`config.mk`:
```
export PLATFORM = sky130hd
export DESIGN_NAME = rx_ring_boundary_walker
export DESIGN_NICKNAME = d
export VERILOG_FILES = /design/src/rrbw_pkg.sv /design/src/rrbw_classify.sv /design/src/rrbw_out_reg.sv /design/src/rx_ring_boundary_walker.sv
export SDC_FILE = /design/constraint.sdc
export NUM_CORES = 1
export LEC_CHECK = 0
export BUFFER_PORTS_ARGS = -buffer_cell sky130_fd_sc_hd__clkbuf_2
export CAP_MARGIN = 20
export CORE_UTILIZATION = 38
export DETAILED_ROUTE_END_ITERATION = 8
export PLACE_DENSITY = 0.54
export SETUP_SLACK_MARGIN = 0.4
export SYNTH_ARGS = -nofsm -noshare
export SYNTH_HDL_FRONTEND = slang
export SYNTH_SLANG_ARGS = --single-unit
```
`constraint.sdc`:
```
create_clock -name clk_i -period 16.75 [get_ports clk_i]
set_input_delay 1.675 -clock clk_i [delete_from_list [all_inputs] [get_ports clk_i]]
set_output_delay 1.675 -clock clk_i [all_outputs]
set_load 0.01 [all_outputs]
```
`src/rrbw_pkg.sv`:
```
package rrbw_pkg;

  localparam int unsigned MaxFrameBytesDef = 1518;
  localparam int unsigned MinFrameBytesDef = 60;
  localparam int unsigned HdrBytes = 4;

  localparam int unsigned PageW = 8;
  localparam int unsigned CountW = 16;
  localparam int unsigned AddrW = 16;
  localparam int unsigned LenW = 11;
  localparam int unsigned CntW = 32;

  localparam int unsigned InDataW = 40;
  localparam int unsigned OutDataW = 136;
  localparam int unsigned OutUserW = 3;

  localparam int unsigned CfgIdxW = 2;
  localparam int unsigned CfgDataW = 8;

  localparam logic [PageW-1:0] RingStartRst = 8'd70;
  localparam logic [PageW-1:0] RingStopRst = 8'd128;

  typedef enum logic [CfgIdxW-1:0] {
    CFG_RING_START = 2'd0,
    CFG_RING_STOP  = 2'd1,
    CFG_RX_UP      = 2'd2,
    CFG_UNUSED     = 2'd3
  } cfg_idx_e;

  typedef enum logic [OutUserW-1:0] {
    KIND_EMPTY    = 3'd0,
    KIND_BAD_LEN  = 3'd1,
    KIND_BAD_NEXT = 3'd2,
    KIND_OVERRUN  = 3'd3,
    KIND_ACCEPTED = 3'd4,
    KIND_SKIPPED  = 3'd5
  } kind_e;

  localparam int unsigned StatusOkBit = 0;
  localparam int unsigned StatusOverrunBit = 3;

  typedef struct packed {
    logic [PageW-1:0] first_pg;
    logic [PageW-1:0] end_pg;
    logic             rx_up;
  } cfg_t;

  typedef struct packed {
    logic [PageW-1:0] boundary;
    logic [CntW-1:0]  accepted;
    logic [CntW-1:0]  overruns;
  } walk_state_t;

  typedef struct packed {
    logic [PageW-1:0]  write_page;
    logic [7:0]        status;
    logic [PageW-1:0]  next_page;
    logic [CountW-1:0] byte_count;
  } hdr_t;

  typedef struct packed {
    kind_e             kind;
    logic [AddrW-1:0]  first_addr;
    logic [LenW-1:0]   first_len;
    logic [AddrW-1:0]  second_addr;
    logic [LenW-1:0]   second_len;
    logic [PageW-1:0]  new_boundary;
    logic [PageW-1:0]  fetch_page;
    logic [CntW-1:0]   accepted_count;
    logic [CntW-1:0]   overrun_count;
  } result_t;

  // The page after the boundary, folded back to the ring start at the ring end.
  function automatic logic [PageW-1:0] page_after(input logic [PageW-1:0] b,
                                                  input cfg_t cfg);
    logic [PageW-1:0] p;
    p = b + 8'd1;
    if (p == cfg.end_pg) begin
      p = cfg.first_pg;
    end
    return p;
  endfunction

endpackage

```
`src/rrbw_classify.sv`:
```
module rrbw_classify #(
  parameter int unsigned MAX_FRAME_BYTES = rrbw_pkg::MaxFrameBytesDef,
  parameter int unsigned MIN_FRAME_BYTES = rrbw_pkg::MinFrameBytesDef
) (
  input  rrbw_pkg::cfg_t        cfg_i,
  input  rrbw_pkg::walk_state_t state_i,
  input  rrbw_pkg::hdr_t        hdr_i,
  output rrbw_pkg::walk_state_t state_o,
  output rrbw_pkg::result_t     res_o
);

  localparam logic [16:0] MinCount = 17'(rrbw_pkg::HdrBytes + MIN_FRAME_BYTES);
  localparam logic [16:0] MaxCount = 17'(rrbw_pkg::HdrBytes + MAX_FRAME_BYTES);

  logic [rrbw_pkg::PageW-1:0]  fetch;
  logic [rrbw_pkg::PageW-1:0]  next;
  logic [rrbw_pkg::CountW-1:0] len;
  logic [16:0]                 base;
  logic [16:0]                 stopb;
  logic [17:0]                 frame_end;
  logic [16:0]                 l1;
  logic [16:0]                 l2;
  logic                        bad_len;
  logic                        bad_next;

  assign fetch = rrbw_pkg::page_after(state_i.boundary, cfg_i);
  assign len = (hdr_i.byte_count >= 16'(rrbw_pkg::HdrBytes))
             ? hdr_i.byte_count - 16'(rrbw_pkg::HdrBytes) : '0;
  assign bad_len = ({1'b0, hdr_i.byte_count} < MinCount) ||
                   ({1'b0, hdr_i.byte_count} > MaxCount);
  assign bad_next = (hdr_i.next_page < cfg_i.first_pg) ||
                    (hdr_i.next_page > cfg_i.end_pg);

  assign base = {1'b0, fetch, 8'd0} + 17'(rrbw_pkg::HdrBytes);
  assign stopb = {1'b0, cfg_i.end_pg, 8'd0};
  assign frame_end = {1'b0, base} + {2'b00, len};

  always_comb begin
    state_o = state_i;
    res_o = '0;
    res_o.kind = rrbw_pkg::KIND_EMPTY;
    next = hdr_i.next_page;
    l1 = '0;
    l2 = '0;
    if (fetch != hdr_i.write_page) begin
      if (bad_len) begin
        res_o.kind = rrbw_pkg::KIND_BAD_LEN;
        next = hdr_i.write_page;
      end else if (bad_next) begin
        res_o.kind = rrbw_pkg::KIND_BAD_NEXT;
        next = hdr_i.write_page;
      end else if (hdr_i.status[rrbw_pkg::StatusOverrunBit]) begin
        res_o.kind = rrbw_pkg::KIND_OVERRUN;
        next = hdr_i.write_page;
        state_o.overruns = state_i.overruns + 32'd1;
      end else if (hdr_i.status[rrbw_pkg::StatusOkBit] && cfg_i.rx_up) begin
        res_o.kind = rrbw_pkg::KIND_ACCEPTED;
        res_o.first_addr = base[rrbw_pkg::AddrW-1:0];
        if (frame_end > {1'b0, stopb}) begin
          // The frame runs past the ring end and continues at the ring start.
          l1 = (stopb > base) ? stopb - base : '0;
          l2 = {1'b0, len} - l1;
          res_o.second_addr = {cfg_i.first_pg, 8'd0};
        end else begin
          l1 = {1'b0, len};
        end
        state_o.accepted = state_i.accepted + 32'd1;
      end else begin
        res_o.kind = rrbw_pkg::KIND_SKIPPED;
      end
      if (next == cfg_i.first_pg) begin
        state_o.boundary = cfg_i.end_pg - 8'd1;
      end else begin
        state_o.boundary = next - 8'd1;
      end
    end
    res_o.first_len = l1[rrbw_pkg::LenW-1:0];
    res_o.second_len = l2[rrbw_pkg::LenW-1:0];
    res_o.new_boundary = state_o.boundary;
    res_o.fetch_page = rrbw_pkg::page_after(state_o.boundary, cfg_i);
    res_o.accepted_count = state_o.accepted;
    res_o.overrun_count = state_o.overruns;
  end

endmodule

```
`src/rrbw_out_reg.sv`:
```
module rrbw_out_reg (
  input  logic                                clk_i,
  input  logic                                rst_ni,
  input  logic                                load_i,
  input  rrbw_pkg::result_t                   res_i,
  output logic                                ready_o,
  output logic                                m_axis_tvalid_o,
  input  logic                                m_axis_tready_i,
  // first_addr, first_len, second_addr, second_len, new_boundary, fetch_page,
  // accepted_count, overrun_count, then two zero bits
  output logic [rrbw_pkg::OutDataW-1:0]       m_axis_tdata_o,
  // frame_kind
  output logic [rrbw_pkg::OutUserW-1:0]       m_axis_tuser_o
);

  logic              vld_q, vld_d;
  rrbw_pkg::result_t res_q;

  assign ready_o = !vld_q || m_axis_tready_i;
  assign vld_d = load_i || (vld_q && !m_axis_tready_i);

  always_ff @(posedge clk_i or negedge rst_ni) begin
    if (!rst_ni) begin
      vld_q <= 1'b0;
    end else begin
      vld_q <= vld_d;
    end
  end

  always_ff @(posedge clk_i) begin
    if (load_i) begin
      res_q <= res_i;
    end
  end

  assign m_axis_tvalid_o = vld_q;
  assign m_axis_tuser_o = res_q.kind;
  assign m_axis_tdata_o = {2'b00, res_q.overrun_count, res_q.accepted_count,
                           res_q.fetch_page, res_q.new_boundary, res_q.second_len,
                           res_q.second_addr, res_q.first_len, res_q.first_addr};

endmodule

```
`src/rx_ring_boundary_walker.sv`:
```
// Receive ring boundary walker: consumer side of a paged receive ring.
// Each input beat on s_axis carries the page the receiver writes next and the
// four-byte frame header read at the page last reported as fetch_page. Each
// input beat yields exactly one output beat on m_axis: the frame kind in
// tuser, and the copy segments, new boundary, next fetch page and running
// accepted and overrun counts in tdata.
// An input beat is captured in an input register and classified by a short
// block of logic into the output register, which takes the result once it is
// free or its beat is taken. One beat per cycle is sustained while
// m_axis_tready_i stays high; the boundary and counter registers update as
// each result is loaded, so the following header is classified against the
// updated boundary at once. Ring start, ring stop and receiver up are written
// through cfg_we_i, which the user must do only while no beat is in flight;
// the block does not enforce it. Writes to the unused index are ignored.
// After reset the ring spans pages 70 to 127, the receiver is down, the
// boundary sits at page 70, both counters are zero and no beat is pending.
// When m_axis_tready_i is low the output holds its beat, one further beat
// waits in the input register, and s_axis_tready_o then falls.
module rx_ring_boundary_walker #(
  parameter int unsigned MAX_FRAME_BYTES = rrbw_pkg::MaxFrameBytesDef,
  parameter int unsigned MIN_FRAME_BYTES = rrbw_pkg::MinFrameBytesDef
) (
  input  logic                              clk_i,
  input  logic                              rst_ni,
  input  logic                              cfg_we_i,
  input  logic [rrbw_pkg::CfgIdxW-1:0]      cfg_idx_i,
  input  logic [rrbw_pkg::CfgDataW-1:0]     cfg_wdata_i,
  input  logic                              s_axis_tvalid_i,
  output logic                              s_axis_tready_o,
  // write_page, header_status, header_next_page, header_byte_count
  input  logic [rrbw_pkg::InDataW-1:0]      s_axis_tdata_i,
  output logic                              m_axis_tvalid_o,
  input  logic                              m_axis_tready_i,
  // first_addr, first_len, second_addr, second_len, new_boundary, fetch_page,
  // accepted_count, overrun_count, then two zero bits
  output logic [rrbw_pkg::OutDataW-1:0]     m_axis_tdata_o,
  // frame_kind
  output logic [rrbw_pkg::OutUserW-1:0]     m_axis_tuser_o
);

  rrbw_pkg::cfg_t        cfg_q, cfg_d;
  rrbw_pkg::walk_state_t state_q, state_d;
  rrbw_pkg::hdr_t        hdr_q;
  rrbw_pkg::result_t     res;
  logic                  in_vld_q, in_vld_d;
  logic                  out_ready;
  logic                  adv;
  logic                  in_take;

  assign adv = in_vld_q && out_ready;
  assign s_axis_tready_o = !in_vld_q || out_ready;
  assign in_take = s_axis_tvalid_i && s_axis_tready_o;
  assign in_vld_d = in_take || (in_vld_q && !out_ready);

  always_comb begin
    cfg_d = cfg_q;
    if (cfg_we_i) begin
      unique case (cfg_idx_i)
        rrbw_pkg::CFG_RING_START: cfg_d.first_pg = cfg_wdata_i;
        rrbw_pkg::CFG_RING_STOP:  cfg_d.end_pg = cfg_wdata_i;
        rrbw_pkg::CFG_RX_UP:      cfg_d.rx_up = cfg_wdata_i[0];
        default: ;
      endcase
    end
  end

  always_ff @(posedge clk_i or negedge rst_ni) begin
    if (!rst_ni) begin
      cfg_q.first_pg <= rrbw_pkg::RingStartRst;
      cfg_q.end_pg <= rrbw_pkg::RingStopRst;
      cfg_q.rx_up <= 1'b0;
      state_q.boundary <= rrbw_pkg::RingStartRst;
      state_q.accepted <= '0;
      state_q.overruns <= '0;
      in_vld_q <= 1'b0;
    end else begin
      cfg_q <= cfg_d;
      in_vld_q <= in_vld_d;
      if (adv) begin
        state_q <= state_d;
      end
    end
  end

  always_ff @(posedge clk_i) begin
    if (in_take) begin
      hdr_q.write_page <= s_axis_tdata_i[7:0];
      hdr_q.status <= s_axis_tdata_i[15:8];
      hdr_q.next_page <= s_axis_tdata_i[23:16];
      hdr_q.byte_count <= s_axis_tdata_i[39:24];
    end
  end

  rrbw_classify #(
    .MAX_FRAME_BYTES(MAX_FRAME_BYTES),
    .MIN_FRAME_BYTES(MIN_FRAME_BYTES)
  ) u_classify (
    .cfg_i  (cfg_q),
    .state_i(state_q),
    .hdr_i  (hdr_q),
    .state_o(state_d),
    .res_o  (res)
  );

  rrbw_out_reg u_out_reg (
    .clk_i          (clk_i),
    .rst_ni         (rst_ni),
    .load_i         (adv),
    .res_i          (res),
    .ready_o        (out_ready),
    .m_axis_tvalid_o(m_axis_tvalid_o),
    .m_axis_tready_i(m_axis_tready_i),
    .m_axis_tdata_o (m_axis_tdata_o),
    .m_axis_tuser_o (m_axis_tuser_o)
  );

endmodule

```
==> flow_metrics.env, run 1 <==
export IMPL_post_cts_resized=0
export IMPL_h_tree_depth=1
export IMPL_netlist_area_mm2=0.0137
export IMPL_ys_seq_area_frac=0.509
export IMPL_drc=0
export IMPL_postLayoutSetupSlackWorst_ns=9.93
export IMPL_p_total_mw=1.77
export IMPL_drt_iter0_drc=429
export IMPL_clk_pin_slew_worst_paths_ns=0.06
export IMPL_rows=69
export IMPL_antenna_found_initial=0
export IMPL_avgSynthCellArea_um2=11.2
export IMPL_path_class="reg -> reg"
export IMPL_fp_coreArea_mm2=0.0356
export IMPL_synth_ff_type="edfxtp_1"
export IMPL_clkLatencyLatePin_ns=0.56
export IMPL_min_period_over_period=0.407
export IMPL_cts_tree="yes"
export IMPL_hold_start="state_q[31]$_DFFE_PN0P_"
export IMPL_ios=196
export IMPL_placed_cells=1809
export IMPL_cts_buffers=28
export IMPL_power_leakage_nw=6.89
export IMPL_gp_congestion=0.826
export IMPL_clockBufferDepth=3
export IMPL_power_density_mw_per_mm2=111
export IMPL_async_reset_ff_frac=0.368
export IMPL_diodes=0
export IMPL_placed_cell_area_mm2=0.0149
export IMPL_vias_per_cell=4.92
export IMPL_yosysTopAreaCell="edfxtp_1"
export IMPL_final_cell_area_mm2=0.0159
export IMPL_die_w_um=192
export IMPL_cap_viol_max_count=0
export IMPL_grt_max_degree=76
export IMPL_synth_top_area_share=0.342
export IMPL_post_place_ws_ns=9.90
export IMPL_crit_slowest_cell="nand2b_1"
export IMPL_hold_viol=0
export IMPL_grt_pass1_vias=8920
export IMPL_post_drt_wl_per_cell_um=16.9
export IMPL_ir_worst_vdd_mv=0.0734
export IMPL_clock_root_buffer="clkbuf_16"
export IMPL_critPathTopFamily="compound AO/OA/AOI/OAI gates"
export IMPL_synth_seq_cells=247
export IMPL_drive_above_1_share=0.208
export IMPL_fin_cells=1863
export IMPL_setup_viol=0
export IMPL_synth_cells=1221
export IMPL_drt_total_wl_mm=31.4
export IMPL_start_kind="flop"
export IMPL_cp_slowest_stage_delay_ns=0.70
export IMPL_ant_nets=0
export IMPL_multi_input_area_mm2=0.00627
export IMPL_n_fill_cell=3391
export IMPL_cts_sinks=247
export IMPL_fin_setup_tns_ns=0
export IMPL_crit_start="state_q[65]$_DFFE_PN1P_"
export IMPL_end_kind="flop"
export IMPL_num_vias=9169
export IMPL_dp_hpwl_mm=22.7
export IMPL_grtUsageTotal=0.172
export IMPL_final_util=0.447
export IMPL_cp_max_fo=17
export IMPL_post_cts_buffers=0
export IMPL_area_delta_synth_final_pct=16.1
export IMPL_timing_rr_start="state_q[65]$_DFFE_PN1P_"
export IMPL_io_buffers=172
export IMPL_max_freq_ghz=0.147
export IMPL_cp_arrival_ns=7.10
export IMPL_firstDrtPassIters=4
export IMPL_ys_types=80
export IMPL_grt_setup_unrepaired="no"
export IMPL_worstMarginPinSlew_ns=0.987
export IMPL_crit_required_ns=17.03
export IMPL_layout_common_cells="171 x clkbuf_2, 156 x edfxtp_1, 114 x xnor2_1"
export IMPL_die_area_mm2=0.0368
export IMPL_crit_buf_inv=2
export IMPL_overflow=0
export IMPL_final_nets=1491
export IMPL_slew_violations=0
export IMPL_final_setup_skew_ns=0.0188
export IMPL_synth_edff_count=156
export IMPL_die_h_um=192
export IMPL_regArea_mm2=0.00697
export IMPL_start_util=0.385
export IMPL_cts_hold_buf=0
export IMPL_ys_warn_count=0
export IMPL_fin_crit_ns=6.82
export IMPL_synth_area_top_cells="edfxtp_1 34%, dfrtp_1 15%, xnor2_1 7.3%, xor2_1 5.7%, ha_1 4.9%"
export IMPL_final_common_cell="clkbuf_2"
export IMPL_hold_path_class="reg -> reg"
export IMPL_timing_slew_headroom=0.342
export IMPL_whs_ns=0.485
export IMPL_grt_pass1_wl_mm=49.1
export IMPL_status="completed"
==> kinds of logic (layout without fill, tap and decap cells) <==
group | count (synthesis) | in the layout | synth area share
AOI/OAI and AO/OA | 112 | 112 | 0.0544
other | 1 | 17 | 0.000274
xor gates and xnor gates | 211 | 211 | 0.142
buffers and inverters | 118 | 283 | 0.0390
adders and majority gates | 56 | 56 | 0.0522
muxes | 57 | 57 | 0.0459
and+or+nand+nor | 419 | 419 | 0.158
DFF | 247 | 247 | 0.509
==> worst paths after layout <==
| check | endpoint | slack, ns | cells past startpoint |
|---|---|---|---|
| setup reg to reg | u_out_reg.m_axis_tdata_o[47]$_SDFFCE_PP0P_ | 9.93 | 27 |
| hold / removal | state_q[31]$_DFFE_PN0P_ | 0.48 | 1 |
| setup / recovery | u_out_reg.m_axis_tdata_o[47]$_SDFFCE_PP0P_ | 9.93 | 27 |
| min in group asynchronous | state_q[7]$_DFFE_PN0P_ | 1.08 | 1 |
| max in group asynchronous | state_q[34]$_DFFE_PN0P_ | 14.53 | 2 |
| hold reg to reg | state_q[31]$_DFFE_PN0P_ | 0.48 | 1 |
==> cells in the mapped netlist (all sizes together) (6+ instances only) <==
master  number
edfxtp     156
xnor2      117
nor2       109
nand2      107
xor2        89
dfrtp       84
ha          54
inv         44
clkbuf      39
nor3        38
mux2i       35
nand3       34
buf         33
nand4       33
o21ai       32
a21oi       28
mux2        21
nor4        20
nand2b      15
and3        13
a21o        10
and2         9
o21a         9
nor2b        8
dfstp        7
o31ai        7
and4         6
==> state kept, by name (all words and copies together), names as in the netlist <==
register / flops
cfg_q: 17
hdr_q: 34
in_vld_q: 1
state_q: 72
u_out_reg.m_axis_tdata_o: 119
u_out_reg.m_axis_tuser_o: 3
u_out_reg.m_axis_tvalid_o: 1
==> area by class of cell <==
class,count,share of cell area
clock buffers,38,0.0483
clock inverters,14,0.0122
inverters,46,0.0112
multi-input cells,872,0.394
flip-flops and latches,247,0.438
well taps,461,0.0362
repair buffers,185,0.0601
==> power by group <==
| group | switching, mW | internal, mW |
|---|---|---|
| registers | 0.0426 | 0.694 |
| logic | 0.226 | 0.169 |
| clock network | 0.252 | 0.384 |
==> routing by layer <==
metal  wire length (um)  GRT usage  up-vias
met4                877     0.0607        0
met2              14800      0.280      182
met1              14400      0.231     4346
met5                  0          0        -
li1                   -          -     4595
met3               1360     0.0274       46
No activity file was read; power rests on OpenSTA's default activity.
==> inputs of run 2 (changes only) <==
--- a/config.mk
+++ b/config.mk
@@ -5,11 +5,12 @@
 export SDC_FILE = /design/constraint.sdc
 export NUM_CORES = 1
 export LEC_CHECK = 0
+export ABC_AREA = 1
 export BUFFER_PORTS_ARGS = -buffer_cell sky130_fd_sc_hd__clkbuf_2
 export CAP_MARGIN = 20
 export CORE_UTILIZATION = 38
 export DETAILED_ROUTE_END_ITERATION = 8
-export PLACE_DENSITY = 0.54
+export PLACE_DENSITY = 0.56
 export SETUP_SLACK_MARGIN = 0.4
 export SYNTH_ARGS = -nofsm -noshare
 export SYNTH_HDL_FRONTEND = slang
==> constraint.sdc (replaced) <==
create_clock -name clk_i -period 5.45 [get_ports clk_i]
set_input_delay 0.545 -clock clk_i [delete_from_list [all_inputs] [get_ports clk_i]]
set_output_delay 0.545 -clock clk_i [all_outputs]
set_load 0.01 [all_outputs]
==> flow_metrics.env, run 2 <==
export IMPL_start_util=0.389
export IMPL_max_freq_ghz=0.204
export IMPL_postLayoutSetupSlackWorst_ns=0.559
export IMPL_io_buffers=172
export IMPL_cts_tree="yes"
export IMPL_vias_per_cell=4.78
export IMPL_dp_hpwl_mm=26.2
export IMPL_cp_max_fo=3
export IMPL_status="completed"
export IMPL_synth_compound_area_frac=0.0535
export IMPL_grt_pass1_vias=10516
export IMPL_clock_root_buffer="clkbuf_16"
export IMPL_ys_seq_area_frac=0.502
export IMPL_grt_max_degree=183
export IMPL_final_common_cell="nand2_1"
export IMPL_ys_warn_count=0
export IMPL_cts_buffers=29
export IMPL_synth_xor_area_share=0.0554
export IMPL_cap_viol_max_count=0
export IMPL_ant_nets=0
export IMPL_placed_cells=2226
export IMPL_antenna_found_initial=0
export IMPL_worstMarginPinSlew_ns=0.886
export IMPL_min_period_over_period=0.897
export IMPL_die_w_um=193
export IMPL_diodes=0
export IMPL_end_kind="flop"
export IMPL_final_nets=1940
export IMPL_synth_ff_type="edfxtp_1"
export IMPL_slew_violations=0
export IMPL_h_tree_depth=1
export IMPL_firstDrtPassIters=7
export IMPL_final_setup_skew_ns=0.0125
export IMPL_yosysTopAreaCell="edfxtp_1"
export IMPL_n_fill_cell=3547
export IMPL_synthSimpleGateAreaFrac=0.265
export IMPL_rows=69
export IMPL_die_area_mm2=0.0373
export IMPL_start_kind="flop"
export IMPL_die_h_um=193
export IMPL_power_density_mw_per_mm2=352
export IMPL_power_leakage_nw=7.94
export IMPL_area_delta_synth_final_pct=22.8
export IMPL_layout_common_cells="440 x nand2_1, 171 x clkbuf_2, 165 x inv_1"
export IMPL_grt_setup_unrepaired="yes"
export IMPL_grtUsageTotal=0.188
export IMPL_crit_slowest_cell="dfstp_2"
export IMPL_avgSynthCellArea_um2=8.77
export IMPL_cp_slowest_stage_delay_ns=0.57
export IMPL_drive_above_1_share=0.254
export IMPL_post_place_ws_ns=-0.0100
export IMPL_gp_congestion=0.894
export IMPL_synthTopCellsByCount="460 x nand2_1, 180 x inv_1, 156 x edfxtp_1, 111 x nor2_1, 93 x nand3_1"
export IMPL_clockBufferDepth=3
export IMPL_cts_sinks=247
export IMPL_timing_slew_headroom=0.410
export IMPL_clkLatencyLatePin_ns=0.56
export IMPL_p_total_mw=6.01
export IMPL_muxShareOfSynthArea=0
export IMPL_synth_fa_ha_area_frac=0.0515
export IMPL_largest_reg_flops=119
export IMPL_synth_edff_count=156
export IMPL_synth_top_family_by_area="simple AND/OR/NAND/NOR gates"
export IMPL_crit_required_ns=5.77
export IMPL_synth_area_top_cells="edfxtp_1 34%, dfrtp_1 15%, nand2_1 12%, ha_1 4.9%, inv_1 4.9%"
export IMPL_drt_iter0_drc=542
export IMPL_async_reset_ff_frac=0.368
export IMPL_overflow=0
export IMPL_synth_top_area_share=0.337
export IMPL_fin_crit_ns=4.89
export IMPL_ys_types=56
export IMPL_drc=0
export IMPL_cp_arrival_ns=5.21
export IMPL_path_class="reg -> reg"
export IMPL_hold_viol=0
export IMPL_synth_seq_cells=247
export IMPL_fin_setup_tns_ns=0
export IMPL_ir_worst_vdd_mv=0.231
export IMPL_ios=196
export IMPL_setup_viol=0
export IMPL_hold_path_class="in -> reg"
export IMPL_clk_pin_slew_worst_paths_ns=0.07
export IMPL_drt_total_wl_mm=35.7
export IMPL_post_drt_wl_per_cell_um=15.4
export IMPL_grt_pass1_wl_mm=55.9
export IMPL_netlist_area_mm2=0.0139
export IMPL_fin_cells=2313
export IMPL_final_util=0.477
export IMPL_synth_most_common_cell="nand2_1"
export IMPL_fp_coreArea_mm2=0.0357
export IMPL_num_vias=11048
export IMPL_synth_cells=1584
## run 2: what timing repair did
action	CTS	global route
pin swaps	5	26
hold endpoints to repair	23	0
gates cloned	2	0
resized for setup	16	98
setup buffers	3	26
hold buffers	1	0
setup endpoints to repair	30	38
## run 2: kinds of logic (layout without fill, tap and decap cells)
family / count (synthesis) / in the layout
and+or+nand+nor: 815 / 815
DFF: 247 / 247
buffers and inverters: 245 / 497
AOI/OAI and AO/OA: 133 / 133
xor gates and xnor gates: 87 / 87
adders and majority gates: 56 / 56
other: 1 / 17
## run 2: final timing paths
path                            slack, ns                                          to  depth (start not counted)               startpoint
worst max-delay path                 0.56  u_out_reg.m_axis_tdata_o[53]$_SDFFCE_PP0P_                         29  state_q[65]$_DFFE_PN1P_
worst min-delay path                 0.16                          hdr_q[4]$_DFFE_PP_                          1       s_axis_tdata_i[28]
worst max register to register       0.56  u_out_reg.m_axis_tdata_o[53]$_SDFFCE_PP0P_                         29  state_q[65]$_DFFE_PN1P_
worst min register to register       0.48         u_out_reg.m_axis_tvalid_o$_DFF_PN0_                          2       in_vld_q$_DFF_PN0_
max in group asynchronous            3.75                     state_q[64]$_DFFE_PN0P_                          3                   rst_ni
min in group asynchronous            0.44                      state_q[8]$_DFFE_PN0P_                          2                   rst_ni
## run 2: worst max-delay path, delay by kind of cell (launching register included)
kind                       cells  cell delay, ns
AOI/OAI and AO/OA              8            1.51
xor gates and xnor gates       1            0.18
adders and majority gates      3            0.87
buffers and inverters          5            0.52
DFF                            1            0.57
and+or+nand+nor               12            0.98
## run 2: area by class of cell
cell class	count	area, um^2	share of cell area
Sequential cell	247	6980	0.409
Multi-Input combinational cell	1108	6340	0.372
Timing Repair Buffer	245	1460	0.0856
Clock buffer	44	843	0.0494
Inverter	198	773	0.0453
Tap cell	461	577	0.0338
Clock inverter	10	96.3	0.00565
## run 2: power by group
group          internal [mW]  switching [mW]  leakage, nW
logic                  0.635            1.03         4.78
clock network           1.12           0.780        0.458
registers               2.28           0.169         2.70
## run 2: through the flow
step / hold slack, ns / cell area, um^2
detailed placement: 0.484 / 15400
global route: 0.130 / 17100
finish: 0.157 / 17100
global placement: 0.463 / 15400
CTS: 0.125 / 16500
floorplan: 0.249 / 14000
## run 2: metal layers
layer / global-route usage / part of all wire / routed length, um / vias to the layer above
li1: - / - / - / 5625
met1: 0.248 / 0.46 / 16400 / 5152
met2: 0.325 / 0.48 / 17200 / 222
met3: 0.0235 / 0.037 / 1320 / 49
met4: 0.0533 / 0.021 / 739 / 0
met5: 0 / 0 / 0 / -
